==> src/hw/rtl/esd_pkg.sv <==
// shared types, constants and character helpers for the escape sequence decoder
package esd_pkg;

   localparam int unsigned BYTE_WIDTH   = 8;
   localparam int unsigned LENGTH_WIDTH = 16;
   localparam int unsigned QUEUE_DEPTH  = 4;
   localparam int unsigned QPTR_WIDTH   = $clog2(QUEUE_DEPTH);
   localparam int unsigned QCNT_WIDTH   = $clog2(QUEUE_DEPTH + 1);

   localparam logic [7:0] CHAR_BSLASH = 8'h5C;
   localparam logic [7:0] CHAR_QUOTE  = 8'h22;
   localparam logic [7:0] CHAR_ESC    = 8'h1B;
   localparam logic [7:0] CHAR_CR     = 8'h0D;
   localparam logic [7:0] CHAR_LF     = 8'h0A;
   localparam logic [7:0] CHAR_TAB    = 8'h09;
   localparam logic [7:0] CHAR_BS     = 8'h08;
   localparam logic [7:0] CHAR_BEL    = 8'h07;
   localparam logic [7:0] CHAR_LOW_R  = 8'h72;
   localparam logic [7:0] CHAR_LOW_N  = 8'h6E;
   localparam logic [7:0] CHAR_LOW_T  = 8'h74;
   localparam logic [7:0] CHAR_LOW_E  = 8'h65;
   localparam logic [7:0] CHAR_LOW_B  = 8'h62;
   localparam logic [7:0] CHAR_LOW_A  = 8'h61;
   localparam logic [7:0] CHAR_LOW_X  = 8'h78;
   localparam logic [7:0] CHAR_PLUS   = 8'h2B;
   localparam logic [7:0] CHAR_MINUS  = 8'h2D;

   // hex collection phase
   localparam logic [1:0] HEX_IDLE   = 2'd0;
   localparam logic [1:0] HEX_FIRST  = 2'd1;
   localparam logic [1:0] HEX_SECOND = 2'd2;

   // register word index
   localparam logic REG_ESCAPE_MODE = 1'b0;

   // one classified request: up to two bytes plus an optional end item
   typedef struct packed {
      logic [1:0]              n_bytes;
      logic [BYTE_WIDTH-1:0]   byte0;
      logic [BYTE_WIDTH-1:0]   byte1;
      logic                    is_end;
      logic [LENGTH_WIDTH-1:0] length;
   } cmd_type;

   function automatic logic is_space(input logic [7:0] c);
      is_space = (c inside {8'h20, [8'h09:8'h0D]});
   endfunction

   function automatic logic is_hex(input logic [7:0] c);
      is_hex = (c inside {[8'h30:8'h39], [8'h61:8'h66], [8'h41:8'h46]});
   endfunction

   function automatic logic [3:0] hex_val(input logic [7:0] c);
      logic [7:0] d;
      d = 8'h00;
      if (c inside {[8'h30:8'h39]}) begin
         d = c - 8'h30;
      end else if (c inside {[8'h61:8'h66]}) begin
         d = c - 8'h57;
      end else if (c inside {[8'h41:8'h46]}) begin
         d = c - 8'h37;
      end
      hex_val = d[3:0];
   endfunction

   // strtol-style parse of two characters, modulo 256
   function automatic logic [7:0] hex_pair(input logic [7:0] c0, input logic [7:0] c1);
      logic [7:0] val;
      logic       neg;
      val = 8'h00;
      neg = 1'b0;
      if (is_space(c0)) begin
         if (!is_space(c1) && is_hex(c1)) begin
            val = {4'h0, hex_val(c1)};
         end
      end else if (c0 == CHAR_PLUS || c0 == CHAR_MINUS) begin
         neg = (c0 == CHAR_MINUS);
         if (is_hex(c1)) begin
            val = {4'h0, hex_val(c1)};
         end
      end else if (is_hex(c0)) begin
         if (is_hex(c1)) begin
            val = {hex_val(c0), hex_val(c1)};
         end else begin
            val = {4'h0, hex_val(c0)};
         end
      end
      hex_pair = neg ? (8'h00 - val) : val;
   endfunction

endpackage

==> src/hw/rtl/esd_front.sv <==
// front end: takes request bytes, tracks escape state and classifies them into commands
module esd_front #(
   parameter int unsigned COUNT_WIDTH = 16
) (
   input  logic                 clock,
   input  logic                 reset,
   input  logic                 escape_mode,
   input  logic                 req_valid,
   output logic                 req_ready,
   input  logic [7:0]           req_in_byte,
   input  logic                 req_in_last,
   input  logic                 queue_full,
   output logic                 push,
   output esd_pkg::cmd_type     cmd
);

   localparam logic [COUNT_WIDTH-1:0] COUNT_MAX = {COUNT_WIDTH{1'b1}};

   logic                   seen_first_ff, seen_first_in;
   logic                   esc_pending_ff, esc_pending_in;
   logic [1:0]             hex_phase_ff, hex_phase_in;
   logic [7:0]             hex_first_ff, hex_first_in;
   logic [COUNT_WIDTH-1:0] count_ff, count_in;

   logic                   accept;
   logic [1:0]             n_bytes;
   logic [7:0]             byte0;
   logic [7:0]             byte1;
   logic [1:0]             plain_n;
   logic [7:0]             plain_b0;
   logic                   plain_esc;
   logic [COUNT_WIDTH:0]   count_sum;
   logic [COUNT_WIDTH-1:0] count_next;
   logic [COUNT_WIDTH+15:0] count_ext;

   assign req_ready = !queue_full;
   assign accept    = req_valid && req_ready;

   // ordinary byte outside any escape
   always_comb begin
      plain_n   = 2'd1;
      plain_b0  = req_in_byte;
      plain_esc = 1'b0;
      if (req_in_byte == esd_pkg::CHAR_BSLASH) begin
         plain_b0 = 8'h00;
         if (req_in_last) begin
            plain_n = 2'd1;
         end else begin
            plain_n   = 2'd0;
            plain_esc = 1'b1;
         end
      end
   end

   always_comb begin
      n_bytes        = 2'd0;
      byte0          = 8'h00;
      byte1          = 8'h00;
      seen_first_in  = seen_first_ff;
      esc_pending_in = esc_pending_ff;
      hex_phase_in   = hex_phase_ff;
      hex_first_in   = hex_first_ff;
      if (!seen_first_ff) begin
         seen_first_in = 1'b1;
      end else if (hex_phase_ff == esd_pkg::HEX_FIRST) begin
         if (req_in_last) begin
            hex_phase_in   = esd_pkg::HEX_IDLE;
            n_bytes        = plain_n;
            byte0          = plain_b0;
            esc_pending_in = plain_esc;
         end else begin
            hex_first_in = req_in_byte;
            hex_phase_in = esd_pkg::HEX_SECOND;
         end
      end else if (hex_phase_ff == esd_pkg::HEX_SECOND) begin
         n_bytes      = 2'd1;
         byte0        = esd_pkg::hex_pair(hex_first_ff, req_in_byte);
         hex_phase_in = esd_pkg::HEX_IDLE;
      end else if (esc_pending_ff) begin
         esc_pending_in = 1'b0;
         n_bytes        = 2'd1;
         case (req_in_byte)
            esd_pkg::CHAR_LOW_R:  byte0 = esd_pkg::CHAR_CR;
            esd_pkg::CHAR_LOW_N:  byte0 = esd_pkg::CHAR_LF;
            esd_pkg::CHAR_LOW_T:  byte0 = esd_pkg::CHAR_TAB;
            esd_pkg::CHAR_LOW_E:  byte0 = esd_pkg::CHAR_ESC;
            esd_pkg::CHAR_LOW_B:  byte0 = esd_pkg::CHAR_BS;
            esd_pkg::CHAR_LOW_A:  byte0 = esd_pkg::CHAR_BEL;
            esd_pkg::CHAR_BSLASH: byte0 = esd_pkg::CHAR_BSLASH;
            esd_pkg::CHAR_QUOTE:  byte0 = esd_pkg::CHAR_QUOTE;
            esd_pkg::CHAR_LOW_X: begin
               n_bytes = 2'd0;
               if (!req_in_last) begin
                  hex_phase_in = esd_pkg::HEX_FIRST;
               end
            end
            default: begin
               // digits always keep the backslash, other codes per mode
               if ((req_in_byte inside {[8'h30:8'h39]}) || escape_mode) begin
                  n_bytes = 2'd2;
                  byte0   = esd_pkg::CHAR_BSLASH;
                  byte1   = req_in_byte;
               end else begin
                  byte0 = req_in_byte;
               end
            end
         endcase
      end else begin
         n_bytes        = plain_n;
         byte0          = plain_b0;
         esc_pending_in = plain_esc;
      end
      if (req_in_last) begin
         seen_first_in  = 1'b0;
         esc_pending_in = 1'b0;
         hex_phase_in   = esd_pkg::HEX_IDLE;
         hex_first_in   = 8'h00;
      end
   end

   // saturating byte counter
   assign count_sum  = {1'b0, count_ff} + {{(COUNT_WIDTH-1){1'b0}}, n_bytes};
   assign count_next = (count_sum > {1'b0, COUNT_MAX}) ? COUNT_MAX
                                                       : count_sum[COUNT_WIDTH-1:0];
   assign count_in   = req_in_last ? {COUNT_WIDTH{1'b0}} : count_next;
   assign count_ext  = {16'h0000, count_next};

   always_comb begin
      cmd.n_bytes = n_bytes;
      cmd.byte0   = byte0;
      cmd.byte1   = byte1;
      cmd.is_end  = req_in_last;
      cmd.length  = (count_ext > (COUNT_WIDTH + 16)'(16'hFFFF)) ? 16'hFFFF
                                                                 : count_ext[15:0];
   end

   assign push = accept && ((n_bytes != 2'd0) || req_in_last);

   always_ff @(posedge clock) begin
      if (reset) begin
         seen_first_ff  <= 1'b0;
         esc_pending_ff <= 1'b0;
         hex_phase_ff   <= esd_pkg::HEX_IDLE;
         hex_first_ff   <= 8'h00;
         count_ff       <= {COUNT_WIDTH{1'b0}};
      end else if (accept) begin
         seen_first_ff  <= seen_first_in;
         esc_pending_ff <= esc_pending_in;
         hex_phase_ff   <= hex_phase_in;
         hex_first_ff   <= hex_first_in;
         count_ff       <= count_in;
      end
   end

endmodule

==> src/hw/rtl/esd_queue.sv <==
// small command queue between the front and back ends
module esd_queue (
   input  logic             clock,
   input  logic             reset,
   input  logic             push,
   input  esd_pkg::cmd_type push_cmd,
   input  logic             pop,
   output logic             full,
   output logic             empty,
   output esd_pkg::cmd_type head
);

   esd_pkg::cmd_type                      entry_ff [esd_pkg::QUEUE_DEPTH];
   logic [esd_pkg::QPTR_WIDTH-1:0]        wr_ptr_ff, wr_ptr_in;
   logic [esd_pkg::QPTR_WIDTH-1:0]        rd_ptr_ff, rd_ptr_in;
   logic [esd_pkg::QCNT_WIDTH-1:0]        count_ff, count_in;
   logic                                  do_push;
   logic                                  do_pop;

   assign full    = (count_ff == esd_pkg::QCNT_WIDTH'(esd_pkg::QUEUE_DEPTH));
   assign empty   = (count_ff == '0);
   assign do_push = push && !full;
   assign do_pop  = pop && !empty;
   assign head    = entry_ff[rd_ptr_ff];

   always_comb begin
      wr_ptr_in = do_push ? wr_ptr_ff + 1'b1 : wr_ptr_ff;
      rd_ptr_in = do_pop  ? rd_ptr_ff + 1'b1 : rd_ptr_ff;
      count_in  = count_ff;
      if (do_push && !do_pop) begin
         count_in = count_ff + 1'b1;
      end else if (do_pop && !do_push) begin
         count_in = count_ff - 1'b1;
      end
   end

   always_ff @(posedge clock) begin
      if (do_push) begin
         entry_ff[wr_ptr_ff] <= push_cmd;
      end
   end

   always_ff @(posedge clock) begin
      if (reset) begin
         wr_ptr_ff <= '0;
         rd_ptr_ff <= '0;
         count_ff  <= '0;
      end else begin
         wr_ptr_ff <= wr_ptr_in;
         rd_ptr_ff <= rd_ptr_in;
         count_ff  <= count_in;
      end
   end

endmodule

==> src/hw/rtl/esd_back.sv <==
// back end: unrolls queued commands into response items through an output register
module esd_back (
   input  logic             clock,
   input  logic             reset,
   input  logic             empty,
   input  esd_pkg::cmd_type head,
   output logic             pop,
   output logic             rsp_valid,
   input  logic             rsp_ready,
   output logic [7:0]       rsp_out_byte,
   output logic             rsp_is_end,
   output logic [15:0]      rsp_out_length
);

   logic        valid_ff, valid_in;
   logic [7:0]  byte_ff, byte_in;
   logic        end_ff, end_in;
   logic [15:0] length_ff, length_in;
   logic [1:0]  idx_ff, idx_in;

   logic        load;
   logic        take;
   logic [1:0]  pieces;
   logic        last_piece;
   logic        byte_piece;

   assign load       = !valid_ff || rsp_ready;
   assign take       = load && !empty;
   assign pieces     = head.n_bytes + {1'b0, head.is_end};
   assign last_piece = ((idx_ff + 2'd1) == pieces);
   assign byte_piece = (idx_ff < head.n_bytes);
   assign pop        = take && last_piece;

   always_comb begin
      valid_in  = valid_ff;
      byte_in   = byte_ff;
      end_in    = end_ff;
      length_in = length_ff;
      idx_in    = idx_ff;
      if (take) begin
         valid_in = 1'b1;
         idx_in   = last_piece ? 2'd0 : idx_ff + 2'd1;
         if (byte_piece) begin
            byte_in   = idx_ff[0] ? head.byte1 : head.byte0;
            end_in    = 1'b0;
            length_in = 16'h0000;
         end else begin
            byte_in   = 8'h00;
            end_in    = 1'b1;
            length_in = head.length;
         end
      end else if (rsp_ready) begin
         valid_in = 1'b0;
      end
   end

   always_ff @(posedge clock) begin
      byte_ff   <= byte_in;
      end_ff    <= end_in;
      length_ff <= length_in;
   end

   always_ff @(posedge clock) begin
      if (reset) begin
         valid_ff <= 1'b0;
         idx_ff   <= 2'd0;
      end else begin
         valid_ff <= valid_in;
         idx_ff   <= idx_in;
      end
   end

   assign rsp_valid      = valid_ff;
   assign rsp_out_byte   = byte_ff;
   assign rsp_is_end     = end_ff;
   assign rsp_out_length = length_ff;

endmodule

==> src/hw/rtl/escape_sequence_decoder_unit.sv <==
// Escape sequence decoder: takes one string per packet of request bytes (last byte
// flagged), drops the first byte, decodes backslash escapes and closes every string
// with an end item carrying the saturated decoded length. A request is accepted every
// cycle while the four-entry command queue between the classifier and the output
// stage has room; the output stage delivers one response item per cycle while
// rsp_ready is high, so requests that expand to two or three items (escape kept
// with its backslash, end of string) hold the output longer; the queue absorbs this. The
// single register escape_mode sits at byte address 0; write it only while idle.
module escape_sequence_decoder_unit #(
   parameter int unsigned COUNT_WIDTH = 16
) (
   input  logic        clock,
   input  logic        reset,
   input  logic        req_valid,
   output logic        req_ready,
   input  logic [7:0]  req_in_byte,
   input  logic        req_in_last,
   output logic        rsp_valid,
   input  logic        rsp_ready,
   output logic [7:0]  rsp_out_byte,
   output logic        rsp_is_end,
   output logic [15:0] rsp_out_length,
   input  logic        csr_psel,
   input  logic        csr_penable,
   input  logic        csr_pwrite,
   input  logic [2:0]  csr_paddr,
   input  logic [31:0] csr_pwdata,
   output logic [31:0] csr_prdata,
   output logic        csr_pready
);

   logic             escape_mode_ff, escape_mode_in;
   logic             csr_write;
   logic             push;
   logic             pop;
   logic             queue_full;
   logic             queue_empty;
   esd_pkg::cmd_type push_cmd;
   esd_pkg::cmd_type head_cmd;

   assign csr_pready = 1'b1;
   assign csr_write  = csr_psel && csr_penable && csr_pwrite && csr_pready;
   assign escape_mode_in = (csr_write && csr_paddr[2] == esd_pkg::REG_ESCAPE_MODE)
                           ? csr_pwdata[0] : escape_mode_ff;
   assign csr_prdata = (csr_paddr[2] == esd_pkg::REG_ESCAPE_MODE)
                       ? {31'h0, escape_mode_ff} : 32'h0;

   always_ff @(posedge clock) begin
      if (reset) begin
         escape_mode_ff <= 1'b0;
      end else begin
         escape_mode_ff <= escape_mode_in;
      end
   end

   esd_front #(
      .COUNT_WIDTH (COUNT_WIDTH)
   ) u_front (
      .clock       (clock),
      .reset       (reset),
      .escape_mode (escape_mode_ff),
      .req_valid   (req_valid),
      .req_ready   (req_ready),
      .req_in_byte (req_in_byte),
      .req_in_last (req_in_last),
      .queue_full  (queue_full),
      .push        (push),
      .cmd         (push_cmd)
   );

   esd_queue u_queue (
      .clock    (clock),
      .reset    (reset),
      .push     (push),
      .push_cmd (push_cmd),
      .pop      (pop),
      .full     (queue_full),
      .empty    (queue_empty),
      .head     (head_cmd)
   );

   esd_back u_back (
      .clock          (clock),
      .reset          (reset),
      .empty          (queue_empty),
      .head           (head_cmd),
      .pop            (pop),
      .rsp_valid      (rsp_valid),
      .rsp_ready      (rsp_ready),
      .rsp_out_byte   (rsp_out_byte),
      .rsp_is_end     (rsp_is_end),
      .rsp_out_length (rsp_out_length)
   );

endmodule

==> config.mk <==
export PLATFORM = sky130hd
export DESIGN_NAME = escape_sequence_decoder_unit
export DESIGN_NICKNAME = d
export VERILOG_FILES = /design/src/hw/rtl/esd_pkg.sv /design/src/hw/rtl/esd_front.sv /design/src/hw/rtl/esd_queue.sv /design/src/hw/rtl/esd_back.sv /design/src/hw/rtl/escape_sequence_decoder_unit.sv
export SDC_FILE = /design/constraint.sdc
export NUM_CORES = 1
export LEC_CHECK = 0
export BUFFER_PORTS_ARGS = -buffer_cell sky130_fd_sc_hd__buf_2
export CAP_MARGIN = 30
export CORE_MARGIN = 2
export CORE_UTILIZATION = 48
export CTS_BUF_LIST = sky130_fd_sc_hd__clkbuf_8
export DETAILED_ROUTE_END_ITERATION = 10
export GPL_TIMING_DRIVEN = 0
export HOLD_SLACK_MARGIN = 0.06
export PLACE_DENSITY = 0.65
export SLEW_MARGIN = 30
export SYNTH_ARGS = -nofsm -noshare
export SYNTH_HDL_FRONTEND = slang
export SYNTH_SLANG_ARGS = --single-unit
export TNS_END_PERCENT = 10
==> constraint.sdc <==
create_clock -name clock -period 10.3 [get_ports clock]
set_input_delay 3.09 -clock clock [delete_from_list [all_inputs] [get_ports clock]]
set_output_delay 3.09 -clock clock [all_outputs]
set_load 0.01 [all_outputs]
==> flow_metrics.tcl, run 1 <==
set metrics [dict create \
    critPathCaptureType "flop" \
    top_layer_used "met5" \
    tightestPinTransition_ns 0.8979 \
    synth_flop_cell "edfxtp_1" \
    ys_ff_latch 206 \
    async_reset_ff_frac 0 \
    first_pass_iters 5 \
    wl_met2_um 9437 \
    fin_total_pwr_mw 2.324 \
    grt_usage 0.1924 \
    num_antenna_cells 0 \
    ant_nets 0 \
    worstPathMaxFanout 10 \
    antenna_found_initial 1 \
    maxCapViolCount 0 \
    syn_to_final_growth_pct 14.26 \
    postCtsSetupBuffers 0 \
    row_count 52 \
    hold_viol 0 \
    grt_pass1_wl_um 33240 \
    dieArea_sq_mm 0.02209 \
    intPower_mw 1.653 \
    overflow 0 \
    holdWs_ns 0.4975 \
    hp-class "flop to flop" \
    cts_hold_buf 0 \
    synth_cells 783 \
    setup_viol 0 \
    synthDistinctLibCells 77 \
    syn_area_per_cell_sq_um 12.82 \
    ir_drop_mv 0.1433 \
    final_cell_mix "edfxtp_1 (165), nor2_1 (76), buf_2 (58)" \
    ys_seq_area_frac 0.5753 \
    grt_pass1_vias 6312 \
    layout.nets 971 \
    p_comb_frac 0.248 \
    yosys-top-cells-area "edfxtp_1 (49%), dfxtp_1 (8.2%), mux4_2 (7.9%)" \
    crit_required_ns 10.52 \
    fmax_mhz 130.8 \
    cts.sinks 206 \
    seq_power_share 0.456 \
    finalClockSkew_ns 0.01701 \
    wire_per_inst_um 17.44 \
    clockBufferDepth 3 \
    p_leak_nw 4.235 \
    clkPwrFrac 0.296 \
    grt_start_max_net_pins 36 \
    finalCritPeriodShare 0.7421 \
    finalSetupTns_ns 0 \
    cp-start-kind "primary input" \
    place_ws_ns 2.231 \
    p_sw_mw 0.6702 \
    cts_made_buffers 35 \
    path_clk_slew_ns 0.05 \
    io_pins 111 \
    sw_frac_of_total 0.2884 \
    synth_edf_count 165 \
    arrival_ns 7.86 \
    drc 0 \
    drt_iter0_drc 516 \
    yosys.area.top_type_share 0.4936 \
    gp_congestion 0.9184 \
    wl_met1_um 9804 \
    portBuffers 44 \
    cts_resized 0 \
    clk_latency_ns 0.51 \
    timing.slew.headroom 0.3973 \
    drive_gt1_frac 0.2229 \
    yosys.area.top_type "edfxtp_1" \
    wl_met3_um 1188 \
    outcome "finished clean" \
    synth_area_sq_mm 0.01004 \
    die_h_um 148.6 \
    core_sq_mm 0.02036 \
    rsz0062_at_grt "false" \
    vias 6550 \
    clockRootBuffer "clkbuf_8" \
    path_class "primary input to flop" \
    cts_tree "done" \
    cts_htree_levels 2 \
    wirelength_um 20830 \
    dieWidth_um 148.6 \
    yosys_warnings 0 \
    powerDensity_mw_per_mm2 202.6 \
    floorplan.initialDensity 0.4929 \
    setup_slack_ns 2.657 \
    hpwl_um 14300 \
    slew_violations 0 \
    period_minus_slack_ns 7.643 \
    mostFrequentLayoutCell "edfxtp_1" \
    vias_per_cell 5.486 \
]
## area by class of cell
class,instances,area [sq um]
fillers,1699,8895
flip-flops and latches,206,5776
multi-input cells,509,3887
clock buffers,42,578.1
plain buffers,78,439.2
well taps,270,337.8
repair buffers,47,275.3
clock inverters,22,101.3
inverters,20,75.07
## state kept, by name, indices dropped and copies added (netlist names), named ones only
name,cells
u_queue.entry_ff,140
u_back.rsp_out_length,16
u_front.count_ff,16
u_back.rsp_out_byte,8
u_front.hex_first_ff,8
u_queue.count_ff,3
u_back.idx_ff,2
u_front.hex_phase_ff,2
u_queue.rd_ptr_ff,2
u_queue.wr_ptr_ff,2
escape_mode_ff,1
u_back.rsp_is_end,1
u_back.rsp_valid,1
u_front.esc_pending_ff,1
u_front.seen_first_ff,1
## synth_stat cells, types with 20 or more instances
| library cell | count |
|---|---|
| nand2_1 | 41 |
| a22oi_1 | 23 |
| ha_1 | 21 |
| edfxtp_1 | 165 |
| dfxtp_1 | 41 |
| and2_1 | 33 |
| mux4_2 | 35 |
| buf_4 | 34 |
| clkbuf_1 | 25 |
| a21oi_1 | 24 |
| inv_1 | 20 |
| nor2_1 | 76 |
## worst max-delay path, cell delays in order
cell      delay [ns]
buf_2           0.18
inv_1           0.20
ha_1            0.31
nand3_4         0.12
nor4_2          0.67
nor2_1          0.13
a311oi_2        0.51
ha_1            0.30
fa_1            0.18
buf_2           0.17
nand4_1         0.14
nor3_1          0.60
and4_1          0.34
nand3_1         0.27
clkbuf_1        0.31
o21ai_0         0.30
## power by group through the flow
stage	Sequential, mW	Combinational, mW	Clock [mW]
after floorplan	1.11	0.369	0
after global placement	1.08	0.560	0
after detailed placement	1.08	0.588	0
after CTS	1.06	0.588	0.705
after global routing	1.07	0.637	0.741
final	1.06	0.577	0.688
## cell families (layout without fill, tap and decap cells)
logic type | Yosys count | after routing | synth area share
simple gates | 243 | 243 | 0.1295
flops | 206 | 206 | 0.5753
compound gates | 139 | 139 | 0.09972
buf+inv | 98 | 209 | 0.05110
mux | 50 | 50 | 0.09423
fa+ha+maj | 23 | 23 | 0.03016
xor+xnor | 22 | 22 | 0.01919
other cells | 2 | 32 | 0.0007481
## metal layers
layer | GRT usage | up-vias
met4 | 0.05667 | 2
met3 | 0.03742 | 31
li1 | - | 3131
met2 | 0.3002 | 227
met5 | 0 | -
met1 | 0.2765 | 3159
## stage by stage
step / instance area, sq um / util / instances
floorplan: 10150 / - / 813
global placement: 10710 / 0.5259 / 1127
detailed placement: 10790 / 0.5298 / 1130
CTS: 11470 / 0.5632 / 1194
global route: 11470 / 0.5632 / 1194
finish: 11470 / 0.5632 / 1194
## path summary, 6_finish.rpt
check / start / end / slack (ns) / cells past startpoint
worst max-delay path: req_in_byte[1] / u_queue.entry_ff[0][4] / 2.66 / 16
worst min-delay path: u_front.hex_phase_ff[0] / u_front.hex_phase_ff[0] / 0.50 / 2
worst max register to register: u_front.hex_phase_ff[1] / u_queue.entry_ff[0][4] / 5.73 / 14
worst min register to register: u_front.hex_phase_ff[0] / u_front.hex_phase_ff[0] / 0.50 / 2
(Power assumes the default switching activity.)
==> run 2, diff against run 1 <==
Settings changed: PLACE_DENSITY 0.65 to 0.68.
Clock period 10.3 ns to 7 ns, I/O delays scaled along.
==> flow_metrics.tcl, run 2 (synthesis gave the netlist of run 1 again) <==
set metrics [dict create \
    hp-class "flop to flop" \
    syn_to_final_growth_pct 14.31 \
    slew_violations 0 \
    p_leak_nw 4.227 \
    drive_gt1_frac 0.2234 \
    row_count 52 \
    dieArea_sq_mm 0.02209 \
    setup_viol 0 \
    grt_usage 0.1926 \
    ir_drop_mv 0.2648 \
    vias_per_cell 5.479 \
    cts_htree_levels 2 \
    die_h_um 148.6 \
    setup_slack_ns 0.5630 \
    core_sq_mm 0.02036 \
    cts_hold_buf 0 \
    cts_resized 0 \
    holdWs_ns 0.4977 \
    critPathCaptureType "flop" \
    cts.sinks 206 \
    hold_viol 0 \
    grt_start_max_net_pins 36 \
    p_sw_mw 0.9964 \
    dieWidth_um 148.6 \
    finalCritPeriodShare 0.9196 \
    vias 6531 \
    postCtsSetupBuffers 0 \
    path_clk_slew_ns 0.06 \
    first_pass_iters 5 \
    gp_congestion 0.9158 \
    clockRootBuffer "clkbuf_8" \
    mostFrequentLayoutCell "edfxtp_1" \
    fmax_mhz 155.4 \
    timing.slew.headroom 0.4020 \
    drc 0 \
    outcome "finished clean" \
    floorplan.initialDensity 0.4929 \
    arrival_ns 6.67 \
    worstPathMaxFanout 10 \
    powerDensity_mw_per_mm2 299.7 \
    crit_required_ns 7.24 \
    finalSetupTns_ns 0 \
    grt_pass1_wl_um 33140 \
    intPower_mw 2.443 \
    cp-start-kind "primary input" \
    stdcell_area_sq_mm 0.01147 \
    layout.nets 971 \
    grt_pass1_vias 6255 \
    largest_register_ffs 140 \
    top_register "u_queue.entry_ff" \
    p_comb_frac 0.252 \
    r2r_cells 14 \
    io_pins 111 \
    hold_path_depth 2 \
    maxCapViolCount 0 \
    num-fill-cells 1682 \
    clockBufferDepth 3 \
    tightestPinTransition_ns 0.8903 \
    overflow 0 \
    final_cell_mix "edfxtp_1 (165), nor2_1 (76), buf_2 (58)" \
    ant_nets 0 \
    num_antenna_cells 0 \
    cts_made_buffers 35 \
    clkPwrFrac 0.295 \
    portBuffers 44 \
    cts_tree "done" \
    path_class "primary input to flop" \
    finalClockSkew_ns 0.01968 \
    seq_power_share 0.453 \
    placed_area_sq_mm 0.01080 \
    rsz0062_at_grt "false" \
    wirelength_um 20790 \
    period_minus_slack_ns 6.437 \
    sw_frac_of_total 0.2897 \
    drt_iter0_drc 519 \
    clk_latency_ns 0.53 \
    place_ws_ns -0.3263 \
    antenna_found_initial 0 \
    hpwl_um 14030 \
    fin_total_pwr_mw 3.439 \
    wire_per_inst_um 17.44 \
]
==> run 2: cell type report <==
type / instances / area [sq um] / area share
clock buffers: 38 / 523.0 / 0.04558
repair buffers: 47 / 287.8 / 0.02508
multi-input cells: 509 / 3892 / 0.3392
inverters: 20 / 75.07 / 0.006542
plain buffers: 78 / 439.2 / 0.03827
flip-flops and latches: 206 / 5776 / 0.5033
clock inverters: 24 / 143.9 / 0.01254
well taps: 270 / 337.8 / 0.02944
==> run 2: through the flow <==
stage            util  cells
4_1_cts        0.5629   1192
3_3_place_gp   0.5259   1127
2_1_floorplan       -    813
3_5_place_dp   0.5301   1130
5_1_grt        0.5635   1192
6_report       0.5635   1192
==> run 2: power by group through the flow <==
stage,Clock [mW],Sequential [mW],Combinational [mW]
after floorplan,0,1.63,0.543
after global placement,0,1.59,0.823
after detailed placement,0,1.58,0.878
after CTS,1.04,1.56,0.880
after global routing,1.10,1.57,0.955
final,1.01,1.56,0.866
==> run 2: worst paths after layout <==
path	end	start	slack, ns
setup / recovery	u_queue.entry_ff[1][4]	req_in_byte[0]	0.56
hold / removal	u_front.hex_phase_ff[0]	u_front.hex_phase_ff[0]	0.50
setup reg to reg	u_queue.entry_ff[1][4]	u_front.hex_phase_ff[1]	2.57
hold reg to reg	u_front.hex_phase_ff[0]	u_front.hex_phase_ff[0]	0.50
==> run 2: critical path: stages <==
cell       delay [ns]
buf_2            0.18
inv_1            0.18
ha_1             0.32
nand2b_1         0.14
a2111oi_0        0.42
a211o_2          0.26
nor2_1           0.07
a311oi_2         0.58
ha_1             0.31
fa_1             0.18
buf_2            0.18
nand4_1          0.17
nor3_2           0.41
and4_1           0.29
nand3_1          0.25
clkbuf_1         0.31
o21ai_0          0.33
==> run 2: per-layer routing <==
metal  up-vias  wire (um)  track usage
li1       3141          -            -
met4         0        349      0.06048
met2       236       9450       0.2968
met5         -          0            0
met3        31       1329      0.04080
met1      3123       9656       0.2762
==> run 3, diff against run 2 <==
Settings changed: CTS_BUF_LIST sky130_fd_sc_hd__clkbuf_8 to default.
==> flow_metrics.tcl, run 3 (synthesis gave the netlist of run 1 again) <==
set metrics [dict create \
    timing.slew.headroom 0.4152 \
    core_sq_mm 0.02036 \
    overflow 0 \
    antenna_found_initial 0 \
    p_sw_mw 0.9731 \
    path_cells "buf_2, inv_1, ha_1, nand2b_1, a2111oi_0, a211o_2, nor2_1, a311oi_2, ha_1, fa_1, buf_2, nand4_1, nor3_2, and4_1, nand3_1, clkbuf_1, o21ai_0" \
    mostFrequentLayoutCell "edfxtp_1" \
    path_class "primary input to flop" \
    tightestPinTransition_ns 0.8707 \
    seq_power_share 0.444 \
    dp_cells 1130 \
    ir_drop_mv 0.2501 \
    slew_violations 0 \
    grt_usage 0.1901 \
    maxCapViolCount 0 \
    p_comb_frac 0.247 \
    hold_path_depth 2 \
    clkPwrFrac 0.309 \
    p_leak_nw 4.179 \
    powerDensity_mw_per_mm2 305.4 \
    setup_viol 0 \
    outcome "finished clean" \
    ant_nets 0 \
    arrival_ns 6.69 \
    crit_slowest_cell "a311oi_2" \
    fmax_mhz 154.5 \
    drt_iter0_drc 490 \
    first_pass_iters 6 \
    cp-start-kind "primary input" \
    io_pins 111 \
    top_register "u_queue.entry_ff" \
    gp_congestion 0.9158 \
    grt_pass1_wl_um 32830 \
    clk_latency_ns 0.50 \
    cts_hold_buf 0 \
    drc 0 \
    vias_per_cell 5.574 \
    setup_slack_ns 0.5286 \
    drive_gt1_frac 0.2102 \
    hpwl_um 14030 \
    cts_tree "done" \
    cts_htree_levels 1 \
    instances_no_fill 1169 \
    dieWidth_um 148.6 \
    worstPathMaxFanout 10 \
    critPathMaxStageDelay_ns 0.60 \
    num_antenna_cells 0 \
    clockBufferDepth 3 \
    grt_start_max_net_pins 36 \
    crit_required_ns 7.22 \
    place_ws_ns -0.3263 \
    hp-class "flop to flop" \
    grt_pass1_vias 6169 \
    cpLargestDelayFamily "compound AO/OA/AOI/OAI gates" \
    syn_to_final_growth_pct 14.42 \
    r2r_cells 14 \
    dieArea_sq_mm 0.02209 \
    clockRootBuffer "clkbuf_16" \
    path_buf_inv 4 \
    period_minus_slack_ns 6.471 \
    largest_register_ffs 140 \
    portBuffers 44 \
    cts_made_buffers 22 \
    vias 6516 \
    sw_frac_of_total 0.2774 \
    path_clk_slew_ns 0.06 \
    die_h_um 148.6 \
    rsz0062_at_grt "false" \
    final_cell_mix "edfxtp_1 (165), nor2_1 (76), buf_2 (58)" \
    hold_viol 0 \
    layout.nets 958 \
    intPower_mw 2.534 \
    critPathCaptureType "flop" \
    finalCritPeriodShare 0.9245 \
    row_count 52 \
    path_depth 17 \
    floorplan.initialDensity 0.4929 \
    finalClockSkew_ns 0.01177 \
    cts.sinks 206 \
    wire_per_inst_um 17.66 \
    wirelength_um 20650 \
]
[run 3: cell types whose count changed in the layout (fill, tap and decap cells not counted), sizes merged]
cell,before,now
bufinv,1,0
clkbuf,64,58
clkinv,8,6
clkinvlp,1,0
inv,34,21
[run 3: path summary, 6_finish.rpt]
kind                            slack (ns)                     from                       to
worst max-delay path                  0.53           req_in_byte[0]   u_queue.entry_ff[1][4]
worst min register to register        0.50  u_front.hex_phase_ff[0]  u_front.hex_phase_ff[0]
worst max register to register        2.61  u_front.hex_phase_ff[1]   u_queue.entry_ff[1][4]
worst min-delay path                  0.50  u_front.hex_phase_ff[0]  u_front.hex_phase_ff[0]
[run 3: area by class of cell]
| class | instances | area, sq um |
|---|---|---|
| Clock buffer | 32 | 643.1 |
| Multi-Input combinational cell | 509 | 3892 |
| Sequential cell | 206 | 5776 |
| Clock inverter | 7 | 35.03 |
| Tap cell | 270 | 337.8 |
| Fill cell | 1677 | 8879 |
| Buffer | 78 | 439.2 |
| Inverter | 20 | 75.07 |
| Timing Repair Buffer | 47 | 287.8 |
[run 3: power groups by stage]
stage	clock network (mW)	registers [mW]	logic (mW)
after floorplan	0	1.63	0.543
after global placement	0	1.59	0.823
after detailed placement	0	1.58	0.878
after CTS	1.10	1.56	0.881
after global routing	1.15	1.57	0.958
final	1.08	1.56	0.867
[run 3: metrics by stage]
step / util / instance area, sq um / hold slack [ns] / total power [mW] / setup TNS (ns)
2_1_floorplan: - / 10150 / 0.4668 / 2.174 / 0
3_3_place_gp: 0.5259 / 10710 / 0.4546 / 2.416 / -4.400
3_5_place_dp: 0.5301 / 10800 / 0.4887 / 2.462 / -7.255
4_1_cts: 0.5634 / 11470 / 0.4961 / 3.545 / 0
5_1_grt: 0.5640 / 11490 / 0.5340 / 3.681 / 0
6_report: 0.5640 / 11490 / 0.4977 / 3.507 / 0
[run 3: worst reg2reg max path, delay by kind of cell, from the launching register on]
family / cells / cell delay [ns]
AND/OR/NAND/NOR: 8 / 2.39
AO/OA/AOI/OAI: 1 / 0.31
buffers and inverters: 3 / 0.55
flip-flops: 1 / 0.33
adder cells (fa/ha/maj): 2 / 0.53
[run 3: routing by layer]
metal  part of all wire  routed length (um)  global-route usage  vias to the layer above
met3              0.068                1406             0.03528                       30
li1                   -                   -                   -                     3110
met1               0.46                9562              0.2764                     3148
met2               0.45                9339              0.2975                      228
met5                  0                   0                   0                        -
met4              0.016                 338             0.04952                        0
[run 3: repair_timing]
action,CTS,global route
buffers inserted,0,0
endpoints found under the setup margin,0,7
gates resized for setup,0,1
